<file path="config.mk">
export PLATFORM = sky130hd
export DESIGN_NAME = request_admission_priority_queue_core
export DESIGN_NICKNAME = d
export VERILOG_FILES = /design/src/rtl/rapq_pkg.sv /design/src/rtl/rapq_ctrl.sv /design/src/rtl/rapq_dp.sv /design/src/rtl/request_admission_priority_queue_core.sv
export SDC_FILE = /design/constraint.sdc
export NUM_CORES = 1
export LEC_CHECK = 0
export ABC_AREA = 1
export BUFFER_PORTS_ARGS = -buffer_cell sky130_fd_sc_hd__clkbuf_2
export CAP_MARGIN = 20
export CORE_MARGIN = 5
export CORE_UTILIZATION = 41
export CTS_CLUSTER_DIAMETER = 150
export DETAILED_ROUTE_END_ITERATION = 10
export PLACE_DENSITY_LB_ADDON = 0.3
export SYNTH_ARGS = -nofsm -noshare
export SYNTH_HDL_FRONTEND = slang
export SYNTH_SLANG_ARGS = --single-unit
</file>
<file path="constraint.sdc">
create_clock -name clk_i -period 3.82 [get_ports clk_i]
set_clock_uncertainty 0.15 [all_clocks]
set_input_delay 0.573 -clock clk_i [delete_from_list [all_inputs] [get_ports clk_i]]
set_output_delay 0.573 -clock clk_i [all_outputs]
set_load 0.02 [all_outputs]
</file>
<file path="src/rtl/rapq_pkg.sv">
// Package with shared types, codes and constants of the request admission queue.
package rapq_pkg;

  localparam int unsigned PoolSlotsDef      = 8;
  localparam int unsigned PduLimitDef       = 253;
  localparam int unsigned DefaultTimeoutDef = 1000;
  localparam int unsigned PoisonTimeoutDef  = 60000;

  // Opcodes of an input item.
  localparam logic [1:0] OP_FRAME  = 2'd0;
  localparam logic [1:0] OP_TICK   = 2'd1;
  localparam logic [1:0] OP_POISON = 2'd2;
  localparam logic [1:0] OP_NONE   = 2'd3;

  // Result kinds.
  localparam logic [3:0] K_ACCEPT     = 4'd0;
  localparam logic [3:0] K_IGNORED    = 4'd1;
  localparam logic [3:0] K_REJ_EXC    = 4'd2;
  localparam logic [3:0] K_REJ_SIL    = 4'd3;
  localparam logic [3:0] K_FRAME_ERR  = 4'd4;
  localparam logic [3:0] K_DISPATCH   = 4'd5;
  localparam logic [3:0] K_TMO_EXC    = 4'd6;
  localparam logic [3:0] K_TMO_SIL    = 4'd7;
  localparam logic [3:0] K_CANCEL_EXC = 4'd8;
  localparam logic [3:0] K_CANCEL_SIL = 4'd9;

  // Exception codes.
  localparam logic [2:0] EXC_NONE    = 3'd0;
  localparam logic [2:0] EXC_ILLEGAL = 3'd3;
  localparam logic [2:0] EXC_FAIL    = 3'd4;

  // Function codes with special handling.
  localparam logic [7:0] FN_READ_HOLDING = 8'd3;
  localparam logic [7:0] FN_WRITE_SINGLE = 8'd6;
  localparam logic [7:0] FN_WRITE_MULTI  = 8'd16;

  // Register indexes.
  localparam logic [2:0] REG_OWN_UNIT = 3'd0;
  localparam logic [2:0] REG_QLIMIT   = 3'd1;
  localparam logic [2:0] REG_TMO_RH   = 3'd2;
  localparam logic [2:0] REG_TMO_WS   = 3'd3;
  localparam logic [2:0] REG_TMO_WM   = 3'd4;
  localparam logic [2:0] REG_TMO_OTH  = 3'd5;

  // Controller states.
  typedef enum logic [4:0] {
    ST_IDLE  = 5'b00001,
    ST_EVAL  = 5'b00010,
    ST_CHECK = 5'b00100,
    ST_DRAIN = 5'b01000,
    ST_DONE  = 5'b10000
  } state_e;

  // Commands from controller to datapath.
  typedef struct packed {
    logic latch;    // capture the input item
    logic admit;    // run frame or poison admission, emit one result
    logic pop;      // dequeue head and emit a result
    logic final_r;  // the emitted result is the last one
    logic drain;    // popped entries are cancelled behind a poison dispatch
  } cmd_t;

  // Status from datapath to controller.
  typedef struct packed {
    logic is_tick;
    logic no_op;         // unused opcode, no results
    logic empty_now;     // queue empty
    logic expired;       // head entry deadline reached
    logic head_poison;   // head entry is poison
    logic single_left;   // one entry queued
  } sts_t;

endpackage

</file>
<file path="src/rtl/rapq_ctrl.sv">
// Controller state machine that sequences admission, expiry, dispatch and drain.
module rapq_ctrl
  import rapq_pkg::*;
(
  input  logic clk_i,
  input  logic rst_ni,
  input  logic start_i,
  input  sts_t sts_i,
  output logic busy_o,
  output cmd_t cmd_o
);

  state_e state_q, state_d;
  logic   drain_q, drain_d;

  // Next state and commands.
  always_comb begin
    state_d     = state_q;
    drain_d     = drain_q;
    cmd_o       = '0;
    cmd_o.drain = drain_q;
    case (state_q)
      ST_IDLE: begin
        if (start_i) begin
          cmd_o.latch = 1'b1;
          state_d     = ST_EVAL;
        end
      end
      ST_EVAL: begin
        if (sts_i.is_tick) begin
          drain_d = 1'b0;
          state_d = ST_CHECK;
        end else if (sts_i.no_op) begin
          state_d = ST_DONE;
        end else begin
          cmd_o.admit   = 1'b1;
          cmd_o.final_r = 1'b1;
          state_d       = ST_DONE;
        end
      end
      ST_CHECK: begin
        // Expired heads go first, then one dispatch; a poison head with entries behind it starts a drain.
        if (sts_i.empty_now) begin
          state_d = ST_DONE;
        end else if (sts_i.expired) begin
          cmd_o.pop     = 1'b1;
          cmd_o.final_r = sts_i.single_left;
        end else begin
          cmd_o.pop     = 1'b1;
          cmd_o.final_r = sts_i.single_left || !sts_i.head_poison;
          if (sts_i.head_poison && !sts_i.single_left) begin
            drain_d = 1'b1;
            state_d = ST_DRAIN;
          end else begin
            state_d = ST_DONE;
          end
        end
      end
      ST_DRAIN: begin
        cmd_o.pop     = 1'b1;
        cmd_o.final_r = sts_i.single_left;
        if (sts_i.single_left) state_d = ST_DONE;
      end
      ST_DONE: begin
        state_d = ST_IDLE;
      end
      default: state_d = ST_IDLE;
    endcase
  end

  assign busy_o = (state_q != ST_IDLE);

  // State registers.
  always_ff @(posedge clk_i or negedge rst_ni) begin
    if (!rst_ni) begin
      state_q <= ST_IDLE;
      drain_q <= 1'b0;
    end else begin
      state_q <= state_d;
      drain_q <= drain_d;
    end
  end

endmodule

</file>
<file path="src/rtl/rapq_dp.sv">
// Datapath with slot pool, linked deque, deadline checks and the result register.
module rapq_dp
  import rapq_pkg::*;
#(
  parameter int unsigned PduLimit       = PduLimitDef,
  parameter int unsigned DefaultTimeout = DefaultTimeoutDef,
  parameter int unsigned PoisonTimeout  = PoisonTimeoutDef
) (
  input  logic        clk_i,
  input  logic        rst_ni,
  input  cmd_t        cmd_i,
  output sts_t        sts_o,
  input  logic [1:0]  opcode_i,
  input  logic        frame_ok_i,
  input  logic [7:0]  frame_unit_i,
  input  logic [7:0]  frame_function_i,
  input  logic [7:0]  payload_length_i,
  input  logic [31:0] now_ms_i,
  input  logic [7:0]  own_unit_i,
  input  logic [3:0]  queue_limit_i,
  input  logic [31:0] tmo_rh_i,
  input  logic [31:0] tmo_ws_i,
  input  logic [31:0] tmo_wm_i,
  input  logic [31:0] tmo_oth_i,
  output logic        result_valid_o,
  output logic [3:0]  kind_o,
  output logic [2:0]  slot_o,
  output logic [7:0]  result_function_o,
  output logic [2:0]  exc_code_o,
  output logic        result_broadcast_o,
  output logic [3:0]  pending_after_o,
  output logic        last_o
);

  localparam int unsigned PoolSlots = PoolSlotsDef;
  localparam int unsigned SW = (PoolSlots > 1) ? $clog2(PoolSlots) : 1;
  localparam int unsigned CW = $clog2(PoolSlots + 1);

  // Captured input item.
  logic [1:0]  op_q;
  logic        ok_q;
  logic [7:0]  unit_q, fn_q, len_q;
  logic [31:0] now_q;

  // Pool and deque state.
  logic [PoolSlots-1:0] used_q;
  logic [SW-1:0]        next_q [PoolSlots];
  logic [7:0]           func_q [PoolSlots];
  logic                 bc_q   [PoolSlots];
  logic                 poi_q  [PoolSlots];
  logic [31:0]          dl_q   [PoolSlots];
  logic [SW-1:0]        head_q, tail_q;
  logic [CW-1:0]        cnt_q;

  // Result register.
  logic        rv_q, rlast_q, rbc_q;
  logic [3:0]  rkind_q, rpend_q;
  logic [2:0]  rslot_q, rexc_q;
  logic [7:0]  rfn_q;

  // Lowest free slot search.
  logic          free_found;
  logic [SW-1:0] free_slot;
  always_comb begin
    free_found = 1'b0;
    free_slot  = '0;
    for (int i = PoolSlots - 1; i >= 0; i--) begin
      if (!used_q[i]) begin
        free_found = 1'b1;
        free_slot  = SW'(i);
      end
    end
  end

  // Frame classification.
  logic          bc, foreign, oversize, hp, capfull;
  logic [CW-1:0] cap;
  logic [31:0]   tsel, tmo, deadline;
  always_comb begin
    bc       = (unit_q == 8'd0);
    foreign  = !bc && (unit_q != own_unit_i);
    oversize = ({1'b0, len_q} + 9'd1) > 9'(PduLimit);
    hp       = (fn_q == FN_WRITE_SINGLE) || (fn_q == FN_WRITE_MULTI);
    if (queue_limit_i == 4'd0 || 32'(queue_limit_i) > 32'(PoolSlots)) cap = CW'(PoolSlots);
    else cap = CW'(queue_limit_i);
    capfull = !hp && !bc && (cnt_q >= cap);
    case (fn_q)
      FN_READ_HOLDING: tsel = tmo_rh_i;
      FN_WRITE_SINGLE: tsel = tmo_ws_i;
      FN_WRITE_MULTI:  tsel = tmo_wm_i;
      default:         tsel = tmo_oth_i;
    endcase
    tmo = (tsel == 32'd0) ? 32'(DefaultTimeout) : tsel;
    if (op_q == OP_POISON) deadline = now_q + 32'(PoisonTimeout);
    else deadline = now_q + tmo;
  end

  // Status.
  logic [SW-1:0] hd;
  assign hd = head_q;
  assign sts_o.is_tick     = (op_q == OP_TICK);
  assign sts_o.no_op       = (op_q == OP_NONE);
  assign sts_o.empty_now   = (cnt_q == '0);
  assign sts_o.expired     = (now_q >= dl_q[hd]);
  assign sts_o.head_poison = poi_q[hd];
  assign sts_o.single_left = (cnt_q == CW'(1));

  // Admission decision.
  logic        do_enq, enq_head;
  logic [3:0]  a_kind;
  logic [2:0]  a_exc;
  logic [7:0]  a_fn;
  logic        a_bc;
  always_comb begin
    do_enq = 1'b0; enq_head = 1'b0;
    a_kind = K_ACCEPT; a_exc = EXC_NONE; a_fn = fn_q; a_bc = 1'b0;
    if (op_q == OP_POISON) begin
      a_fn = 8'd0;
      enq_head = 1'b1;
      if (free_found) do_enq = 1'b1;
      else a_kind = K_REJ_SIL;
    end else if (!ok_q) begin
      a_kind = K_FRAME_ERR; a_fn = 8'd0;
    end else if (foreign) begin
      a_kind = K_IGNORED;
    end else if (oversize) begin
      a_kind = bc ? K_REJ_SIL : K_REJ_EXC; a_exc = EXC_ILLEGAL; a_bc = bc;
    end else if (capfull) begin
      a_kind = K_REJ_EXC; a_exc = EXC_FAIL;
    end else if (!free_found) begin
      a_kind = bc ? K_REJ_SIL : K_REJ_EXC; a_exc = EXC_FAIL; a_bc = bc;
    end else begin
      do_enq = 1'b1; enq_head = hp; a_bc = bc;
    end
  end

  logic [SW-1:0] pop_next;
  assign pop_next = next_q[hd];

  // Result fields for a popped head.
  logic [3:0] p_kind;
  logic [2:0] p_exc;
  always_comb begin
    if (cmd_i.drain) begin
      p_kind = bc_q[hd] ? K_CANCEL_SIL : K_CANCEL_EXC;
      p_exc  = bc_q[hd] ? EXC_NONE : EXC_FAIL;
    end else if (sts_o.expired) begin
      p_kind = bc_q[hd] ? K_TMO_SIL : K_TMO_EXC;
      p_exc  = bc_q[hd] ? EXC_NONE : EXC_FAIL;
    end else begin
      p_kind = K_DISPATCH;
      p_exc  = EXC_NONE;
    end
  end

  // Control registers of the pool and deque.
  always_ff @(posedge clk_i or negedge rst_ni) begin
    if (!rst_ni) begin
      used_q <= '0; head_q <= '0; tail_q <= '0; cnt_q <= '0; rv_q <= 1'b0;
    end else begin
      rv_q <= cmd_i.admit || cmd_i.pop;
      if (cmd_i.admit && do_enq) begin
        used_q[free_slot] <= 1'b1;
        cnt_q <= cnt_q + CW'(1);
        if (enq_head) begin
          if (cnt_q == '0) tail_q <= free_slot;
          head_q <= free_slot;
        end else begin
          if (cnt_q == '0) head_q <= free_slot;
          tail_q <= free_slot;
        end
      end else if (cmd_i.pop) begin
        used_q[hd] <= 1'b0;
        cnt_q <= cnt_q - CW'(1);
        if (cnt_q != CW'(1)) head_q <= pop_next;
      end
    end
  end

  // Payload registers.
  always_ff @(posedge clk_i) begin
    if (cmd_i.latch) begin
      op_q <= opcode_i; ok_q <= frame_ok_i; unit_q <= frame_unit_i;
      fn_q <= frame_function_i; len_q <= payload_length_i; now_q <= now_ms_i;
    end
    if (cmd_i.admit && do_enq) begin
      func_q[free_slot] <= a_fn;
      bc_q[free_slot]   <= a_bc;
      poi_q[free_slot]  <= (op_q == OP_POISON);
      dl_q[free_slot]   <= deadline;
      next_q[free_slot] <= (enq_head && cnt_q != '0) ? head_q : '0;
      if (!enq_head && cnt_q != '0) next_q[tail_q] <= free_slot;
    end
    if (cmd_i.admit) begin
      rkind_q <= a_kind; rexc_q <= a_exc; rfn_q <= a_fn; rbc_q <= a_bc;
      rslot_q <= (do_enq) ? 3'(free_slot) : 3'd0;
      rpend_q <= 4'(do_enq ? cnt_q + CW'(1) : cnt_q);
      rlast_q <= cmd_i.final_r;
    end else if (cmd_i.pop) begin
      rkind_q <= p_kind; rexc_q <= p_exc; rfn_q <= func_q[hd];
      rbc_q   <= bc_q[hd]; rslot_q <= 3'(hd);
      rpend_q <= 4'(cnt_q - CW'(1));
      rlast_q <= cmd_i.final_r;
    end
  end

  assign result_valid_o     = rv_q;
  assign kind_o             = rkind_q;
  assign slot_o             = rslot_q;
  assign result_function_o  = rfn_q;
  assign exc_code_o         = rexc_q;
  assign result_broadcast_o = rbc_q;
  assign pending_after_o    = rpend_q;
  assign last_o             = rlast_q;

endmodule

</file>
<file path="src/rtl/request_admission_priority_queue_core.sv">
// Top level of the request admission queue with configuration registers.
// A frame or poison item holds busy over ST_EVAL and ST_DONE; its one result shows in ST_DONE.
// A tick holds busy over ST_EVAL, ST_CHECK, any ST_DRAIN and ST_DONE; the deque walk expires,
// dispatches or cancels one entry per cycle until nothing is left to dispatch.
// Results appear one per cycle with result_valid_o and cannot be stalled.
// Reset empties the pool and deque and loads register defaults.
module request_admission_priority_queue_core
  import rapq_pkg::*;
#(
  parameter int unsigned PduLimit       = PduLimitDef,
  parameter int unsigned DefaultTimeout = DefaultTimeoutDef,
  parameter int unsigned PoisonTimeout  = PoisonTimeoutDef
) (
  input  logic        clk_i,
  input  logic        rst_ni,
  input  logic        start,
  output logic        busy,
  input  logic [1:0]  opcode_i,
  input  logic        frame_ok_i,
  input  logic [7:0]  frame_unit_i,
  input  logic [7:0]  frame_function_i,
  input  logic [7:0]  payload_length_i,
  input  logic [31:0] now_ms_i,
  output logic        result_valid_o,
  output logic [3:0]  kind_o,
  output logic [2:0]  slot_o,
  output logic [7:0]  result_function_o,
  output logic [2:0]  exc_code_o,
  output logic        result_broadcast_o,
  output logic [3:0]  pending_after_o,
  output logic        last_o,
  input  logic        psel,
  input  logic        penable,
  input  logic        pwrite,
  input  logic [4:0]  paddr,
  input  logic [31:0] pwdata,
  output logic [31:0] prdata,
  output logic        pready
);

  logic [7:0]  own_unit_q;
  logic [3:0]  qlimit_q;
  logic [31:0] tmo_rh_q, tmo_ws_q, tmo_wm_q, tmo_oth_q;
  logic [2:0]  reg_idx;

  assign pready  = 1'b1;
  assign reg_idx = paddr[4:2];

  // Register writes.
  always_ff @(posedge clk_i or negedge rst_ni) begin
    if (!rst_ni) begin
      own_unit_q <= 8'd1; qlimit_q <= 4'd8;
      tmo_rh_q <= '0; tmo_ws_q <= '0; tmo_wm_q <= '0; tmo_oth_q <= '0;
    end else if (psel && penable && pwrite) begin
      case (reg_idx)
        REG_OWN_UNIT: own_unit_q <= pwdata[7:0];
        REG_QLIMIT:   qlimit_q   <= pwdata[3:0];
        REG_TMO_RH:   tmo_rh_q   <= pwdata;
        REG_TMO_WS:   tmo_ws_q   <= pwdata;
        REG_TMO_WM:   tmo_wm_q   <= pwdata;
        REG_TMO_OTH:  tmo_oth_q  <= pwdata;
        default: ;
      endcase
    end
  end

  // Register reads.
  always_comb begin
    case (reg_idx)
      REG_OWN_UNIT: prdata = {24'd0, own_unit_q};
      REG_QLIMIT:   prdata = {28'd0, qlimit_q};
      REG_TMO_RH:   prdata = tmo_rh_q;
      REG_TMO_WS:   prdata = tmo_ws_q;
      REG_TMO_WM:   prdata = tmo_wm_q;
      REG_TMO_OTH:  prdata = tmo_oth_q;
      default:      prdata = '0;
    endcase
  end

  cmd_t cmd;
  sts_t sts;

  rapq_ctrl u_ctrl (
    .clk_i (clk_i), .rst_ni (rst_ni), .start_i (start), .sts_i (sts),
    .busy_o (busy), .cmd_o (cmd)
  );

  rapq_dp #(
    .PduLimit (PduLimit),
    .DefaultTimeout (DefaultTimeout), .PoisonTimeout (PoisonTimeout)
  ) u_dp (
    .clk_i (clk_i), .rst_ni (rst_ni), .cmd_i (cmd),
    .sts_o (sts),
    .opcode_i (opcode_i), .frame_ok_i (frame_ok_i), .frame_unit_i (frame_unit_i),
    .frame_function_i (frame_function_i), .payload_length_i (payload_length_i),
    .now_ms_i (now_ms_i), .own_unit_i (own_unit_q), .queue_limit_i (qlimit_q),
    .tmo_rh_i (tmo_rh_q), .tmo_ws_i (tmo_ws_q), .tmo_wm_i (tmo_wm_q),
    .tmo_oth_i (tmo_oth_q),
    .result_valid_o (result_valid_o), .kind_o (kind_o), .slot_o (slot_o),
    .result_function_o (result_function_o), .exc_code_o (exc_code_o),
    .result_broadcast_o (result_broadcast_o), .pending_after_o (pending_after_o),
    .last_o (last_o)
  );

endmodule
</file>
## Word-level counts from Yosys, hierarchy flattened

Memory sizes are Yosys's and may differ from the RTL's.
Index checks and enable logic that the tools add are counted.
W data, S select, Z words.

- Bits in registers: 248
- Bits in writable memories: 360
- Input bits: 102
- Output and inout bits: 59
- Word-level logic and storage cells: 232
- Memories: 5

Memory list:

| memory | depth | bits a word | read ports | clocked after Yosys merged registers in | write ports | RTL line | RTL |
|---|---|---|---|---|---|---|---|
| u_dp.dl_q | 8 | 32 | 1 | 0 | 1 | rapq_dp.sv:51 | `logic [31:0] dl_q [PoolSlots];` |
| u_dp.func_q | 8 | 8 | 1 | 0 | 1 | rapq_dp.sv:48 | `logic [7:0] func_q [PoolSlots];` |
| u_dp.next_q | 8 | 3 | 1 | 0 | 2 | rapq_dp.sv:47 | `logic [SW-1:0] next_q [PoolSlots];` |
| u_dp.bc_q | 8 | 1 | 1 | 0 | 1 | rapq_dp.sv:49 | `logic bc_q [PoolSlots];` |
| u_dp.poi_q | 8 | 1 | 1 | 0 | 1 | rapq_dp.sv:50 | `logic poi_q [PoolSlots];` |

- Add/sub/neg operators: 5
- Magnitude comparators: 8
- Equality and inequality tests: 28
- Multiplexer cells: 117
- Bitwise gates (word level): 3
- Reductions and logical operators: 40

Operators by type and width:

| kind | count |
|---|---|
| $pmux W32 S6 | 1 |
| $pmux W32 S3 | 1 |
| $mux W3 | 29 |
| $mux W32 | 2 |
| $mux W4 | 15 |
| $mux W1 | 49 |
| $mux W8 | 6 |
| $add A32 B16 Y32 const B | 1 |
| $add A32 B32 Y32 | 1 |
| $ge A32 B32 Y1 | 1 |
| $logic_not A32 Y1 | 1 |
| $mux W5 | 6 |
| $pmux W5 S4 | 1 |
| $reduce_and A2 Y1 | 7 |
| $logic_and A1 B1 Y1 | 11 |
| $ne A2 B2 Y1 const B | 5 |
| $add A8 B1 Y9 const B | 1 |
| $gt A9 B8 Y1 const B | 1 |
| $and A8 B8 Y8 | 1 |
| $eq A8 B2 Y1 const B | 1 |
| $eq A8 B3 Y1 const B | 1 |
| $eq A8 B5 Y1 const B | 1 |
| $logic_not A4 Y1 | 2 |
| $logic_not A8 Y1 | 1 |
| 35 further kinds | 55 |

## Logic depth before layout (Yosys ltp)

- Depth in word-level cells: 19
- Mapped depth: 27

## By module

From an unflattened synthesis, not the netlist that was laid out.

- Cell total of the unflattened synthesis: 3144
- Area, all modules: 30050.1 um^2

By module, submodules not included:

| module | instances | cells an instance | area each (um^2) |
|---|---|---|---|
| rapq_dp | 1 | 2216 | 22770.6 |
| request_admission_priority_queue_core | 1 | 867 | 6832.8 |
| rapq_ctrl | 1 | 61 | 446.7 |

## Worst setup path after synthesis

OpenSTA, ideal clock, no wires.

- Path kind: reg2reg
- Start: reg qlimit_q[3]
- End: mem u_dp.bc_q[0] (enable)
- Setup time: 0.441 ns
- Arrival: 3.555 ns
- Data required time: 3.229 ns
- Setup slack: -0.326 ns
- Stages on the path, launching flop included: 17
- Path buffers: 1
- Period minus slack after synthesis: 4.146 ns
- Path through: dfstp_2 -> a21oi_1 -> ha_1 -> nand2_1 -> inv_1 -> nand2_1 -> nand2_1 -> nor2_1 -> nor2_1 -> nor2_2 -> nand2_1 -> nand2_2 -> nand2_2 -> inv_2 -> buf_6 -> nand2_2 -> nor2_1

- Word-level cells in the longest chain between the ends: 13

Ends and longest elaborated chain:

| element | RTL line | RTL |
|---|---|---|
| from (decl) | request_admission_priority_queue_core.sv:42 | `logic [3:0] qlimit_q;` |
| from (signal assigned) | request_admission_priority_queue_core.sv:57 | `REG_QLIMIT: qlimit_q <= pwdata[3:0];` |
| $gt A4 B4 Y1 or $logic_not A4 Y1 (tied branches) | rapq_dp.sv:84 | `if (queue_limit_i == 4'd0 \|\| 32'(queue_limit_i) > 32'(PoolSlots)) cap = CW'(PoolSlots);` |
| $logic_or A1 B1 Y1 | rapq_dp.sv:84 |  |
| $mux W4 * | rapq_dp.sv:84 |  |
| $ge A4 B4 Y1 * | rapq_dp.sv:86 | `capfull = !hp && !bc && (cnt_q >= cap);` |
| $logic_and A1 B1 Y1 * | rapq_dp.sv:86 |  |
| $mux W1 * | rapq_dp.sv:128 | `end else if (capfull) begin` |
| $mux W1 * | rapq_dp.sv:126 | `end else if (oversize) begin` |
| $mux W1 * | rapq_dp.sv:124 | `end else if (foreign) begin` |
| $mux W1 * | rapq_dp.sv:122 | `end else if (!ok_q) begin` |
| $mux W1 * | rapq_dp.sv:117 | `if (op_q == OP_POISON) begin` |
| $logic_and A1 B1 Y1 * | rapq_dp.sv:186 | `if (cmd_i.admit && do_enq) begin` |
| $mux W1 * | rapq_dp.sv:186 |  |
| $mux W1 (implied by the code) * | rapq_dp.sv:188 | `bc_q[free_slot] <= a_bc;` |
| to (decl) | rapq_dp.sv:49 |  |

Mark *: on every way between the ends. The rest lies on a longest branch, timed or not.

## Final worst setup path

- Start: reg u_dp.fn_q[7]
- End: mem u_dp.dl_q[6][27], data pin

- Word-level cells in the longest chain between the ends: 6

Ends and longest elaborated chain:

| element | RTL line | RTL |
|---|---|---|
| from (decl) | rapq_dp.sv:42 | `logic [7:0] unit_q, fn_q, len_q;` |
| from (signal assigned) | rapq_dp.sv:184 | `fn_q <= frame_function_i; len_q <= payload_length_i; now_q <= now_ms_i;` |
| $eq A8 B5 Y1 (tied with other cells) | rapq_dp.sv:87 | `case (fn_q)` |
| $pmux W32 S3 * | rapq_dp.sv:87 |  |
| $logic_not A32 Y1 | rapq_dp.sv:93 | `tmo = (tsel == 32'd0) ? 32'(DefaultTimeout) : tsel;` |
| $mux W32 * | rapq_dp.sv:93 |  |
| $add A32 B32 Y32 * | rapq_dp.sv:95 | `else deadline = now_q + tmo;` |
| $mux W32 * | rapq_dp.sv:94 | `if (op_q == OP_POISON) deadline = now_q + 32'(PoisonTimeout);` |
| named net u_dp.deadline[27] | rapq_dp.sv:78 | `logic [31:0] tsel, tmo, deadline;` |
| to (decl) | rapq_dp.sv:51 |  |

The timed path passes the listed nets; every way through them passes the cells marked *.

==> impl_metrics.env <==
export IMPL_status="finished, violations left"
export IMPL_violations="setup timing"
export IMPL_pre_cts_slack_ns=-0.480
export IMPL_relSlewSlack_pct=38.2
export IMPL_crit_arrival_ns=4.19
export IMPL_nNetsFinal=3459
export IMPL_via_count=22800
export IMPL_initial_utilization_pct=41.3
export IMPL_io_buffers=157
export IMPL_detail_route_drc_violations=0
export IMPL_antenna_left=0
export IMPL_yosys_top_cells_area="edfxtp_1, dfrtp_1, nand2_1"
export IMPL_core_area_mm2=0.0699
export IMPL_period_minus_slack_ns=3.99
export IMPL_drive_gt1_share_pct=20.7
export IMPL_cp_startpoint="u_dp.fn_q[7]$_DFFE_PP_"
export IMPL_grt_use_met2_pct=34.7
export IMPL_wl_per_cell_um=19.3
export IMPL_synth_cells=2884
export IMPL_yosys_area_share_xor_xnor_pct=0.790
export IMPL_period_share_pct=104
export IMPL_die_w_um=275
export IMPL_hold_class="in -> reg"
export IMPL_htreeDepth=2
export IMPL_cts_buffers=58
export IMPL_ctsLongestPathBuffers=3
export IMPL_timing_fmax_mhz=251
export IMPL_syn_nets=3061
export IMPL_fin_setup_tns_ns=-16.43
export IMPL_cp_max_fo=8
export IMPL_diodes=0
export IMPL_hold_depth=1
export IMPL_r2r_end="u_dp.dl_q[6][27]$_DFFE_PP_"
export IMPL_muxShareOfSynthArea_pct=0
export IMPL_drv_cap=0
export IMPL_fin_area_mm2=0.0358
export IMPL_synth_flop_cell="edfxtp_1"
export IMPL_drt_iter0_drc=1934
export IMPL_postSynthAreaPerCell_um2=10.0
export IMPL_reg2reg_from="u_dp.fn_q[7]$_DFFE_PP_"
export IMPL_first_global_vias=22000
export IMPL_min_from="now_ms_i[14]"
export IMPL_yosysUniqueCellTypes=58
export IMPL_drt_pass1_iterations=6
export IMPL_gp_congestion=0.926
export IMPL_syn2layout_area_growth_pct=24.1
export IMPL_grtUsageMet1_pct=29.1
export IMPL_use_met3_pct=3.37
export IMPL_place_area_mm2=0.0321
export IMPL_rsz0062_at_grt="yes"
export IMPL_setup_viol=172
export IMPL_worstSetupStartpointType="flip-flop"
export IMPL_min_to="u_dp.now_q[14]$_DFFE_PP_"
export IMPL_rows=97
export IMPL_path_clk_slew_ns=0.06
export IMPL_vias_per_cell=5.33
export IMPL_r2r_slack_ns=-0.17
export IMPL_grt_max_degree=90
export IMPL_ioPinCount=161
export IMPL_gr_usage_all_layers_pct=21.3
export IMPL_yosys_area_share_simple_pct=16.8
export IMPL_synthArstFlopShare_pct=27.2
export IMPL_cts_tree="yes"
export IMPL_root_buffer="clkbuf_16"
export IMPL_antenna_found_initial=1
export IMPL_synth_compound_area_share_pct=12.6
export IMPL_clkLatencyLatePin_ns=0.63
export IMPL_r2r_worst_path_cells=24
export IMPL_leakage_nw=15.0
export IMPL_synth_edf_count=442
export IMPL_dp_hpwl_mm=54.9
export IMPL_worst_slack_ns=-0.172
export IMPL_required_ns=4.02
export IMPL_grt_overflow=0
export IMPL_yosysTopAreaCellShare_pct=46.0
export IMPL_grt_busiest_layer="met2"
export IMPL_drt_wl_total_mm=82.6
export IMPL_yosys_warnings=0
export IMPL_critical_path_class="reg -> reg"
export IMPL_worstMarginPinSlew_ns=0.918
export IMPL_hold_viol_final=0
export IMPL_layout_commonest_cell="nand2_1"
export IMPL_synth_top_family_by_area="simple AND/OR/NAND/NOR gates"
export IMPL_syn_area_mm2=0.0288
export IMPL_clock_sinks=607
export IMPL_final_cell_mix="nand2_1, edfxtp_1, inv_1"
export IMPL_synth_top_area_cell="edfxtp_1"
export IMPL_ir_drop_mv=0.406
export IMPL_grt_first_pass_wirelength_mm=126
export IMPL_ys_seq_elements=607
export IMPL_drv_slew=0
export IMPL_synthAdderAreaFrac_pct=3.28
export IMPL_dieHeight_um=275
export IMPL_die_area_mm2=0.0757
export IMPL_seq_area_frac_synth_pct=60.3
export IMPL_power_density_mw_per_mm2=642
export IMPL_fillCellCount=6286
export IMPL_critPathCaptureType="flip-flop"
==> routing by layer <==
metal / vias up / wire [um] / part of all wire, %
met3: 165 / 5140 / 6.2
met1: 11000 / 35700 / 43
met4: 2 / 2940 / 3.6
met5: - / 13 / 0.016
li1: 10800 / - / -
met2: 795 / 38800 / 47
==> how the worst max path moves through the flow <==
stage	to	slack (ns)	cells past startpoint
after floorplan	u_dp.dl_q[0][19]$_DFFE_PP_	0.28	24
after global placement	u_dp.dl_q[5][22]$_DFFE_PP_	-0.40	22
after detailed placement	u_dp.dl_q[0][22]$_DFFE_PP_	-0.48	21
after CTS	u_dp.dl_q[7][19]$_DFFE_PP_	-0.21	28
after global routing	u_dp.dl_q[6][24]$_DFFE_PP_	-0.37	29
final	u_dp.dl_q[6][27]$_DFFE_PP_	-0.17	24
==> critical path, stage by stage, from the launching register on <==
cell,delay (ns)
edfxtp_1,0.38
inv_2,0.09
nand2_4,0.07
nor2_4,0.17
buf_12,0.13
nand2_8,0.10
nand3_4,0.20
buf_6,0.14
nor2_1,0.04
nor2_1,0.13
nand2_1,0.06
nor2_1,0.13
nand2_1,0.11
nor2_4,0.17
nand2_8,0.10
nand2_4,0.09
ha_4,0.20
a21o_1,0.20
a21oi_2,0.14
nand2_2,0.10
a21o_1,0.22
nand4_1,0.17
nand3b_1,0.09
nand3_1,0.19
nand2_4,0.12
==> power by group <==
| group | total (mW) | internal, mW | leakage [nW] | switching (mW) |
|---|---|---|---|---|
| Sequential | 8.87 | 8.37 | 6.04 | 0.499 |
| Combinational | 8.15 | 3.03 | 7.94 | 5.12 |
| Clock | 5.96 | 3.44 | 0.990 | 2.51 |
| Total | 23.0 | 14.8 | 15.0 | 8.13 |
==> per-stage QoR <==
stage          power (mW)  instances  utilization [%]  hold slack, ns
2_1_floorplan        13.3       2884                -           0.127
6_report             23.0       4271             51.2          0.0345
5_1_grt              24.3       4271             51.2         0.00669
3_3_place_gp         16.3       4076             45.9           0.344
3_5_place_dp         16.4       4076             45.9           0.347
4_1_cts              22.6       4251             50.2         0.00287
==> kinds of logic (layout without fill, tap and decap cells) <==
family                   Yosys count  after routing
AO/OA/AOI/OAI                    578            578
flip-flops                       607            607
XOR/XNOR                          26             26
AND/OR/NAND/NOR                 1153           1156
adder cells (fa/ha/maj)           75             75
buffers and inverters            444            888
other                              1              1
==> Yosys cell counts, drive strengths merged, types with 24 or more instances <==
cell type / n
edfxtp: 442
buf: 44
a22o: 27
nor2: 231
nand4: 84
dfrtp: 162
a221oi: 43
o21ai: 231
a22oi: 74
clkbuf: 62
nand3: 100
a21oi: 100
nand2: 709
inv: 336
o211ai: 27
o221ai: 24
ha: 74
==> registers in the layout, summed over array words and instances, names as in the netlist, 5 cells and up <==
| register | cells |
|---|---|
| tmo_oth_q | 32 |
| u_dp.fn_q | 8 |
| u_dp.func_q | 64 |
| tmo_wm_q | 32 |
| u_dp.result_function_o | 8 |
| u_dp.dl_q | 256 |
| u_dp.poi_q | 8 |
| u_ctrl.state_q | 5 |
| u_dp.bc_q | 8 |
| u_dp.unit_q | 8 |
| tmo_ws_q | 32 |
| tmo_rh_q | 32 |
| own_unit_q | 8 |
| u_dp.next_q | 24 |
| u_dp.now_q | 32 |
| u_dp.used_q | 8 |
| u_dp.len_q | 8 |
==> cell type report <==
cell class / count / area (um^2) / area share [%]
Sequential cell: 607 / 17400 / 48.7
Tap cell: 940 / 1180 / 3.29
Timing Repair Buffer: 441 / 3450 / 9.63
Clock buffer: 72 / 1600 / 4.46
Clock inverter: 37 / 402 / 1.12
Inverter: 338 / 1290 / 3.60
Multi-Input combinational cell: 1836 / 10500 / 29.2
==> repair_timing <==
action	CTS	global route
pin swaps	28	73
endpoints found under the hold margin	136	0
resized for setup	94	120
gates cloned	4	3
setup endpoints to repair	216	230
hold buffers	52	0
buffers inserted	10	22
(Power assumes the default switching activity.)
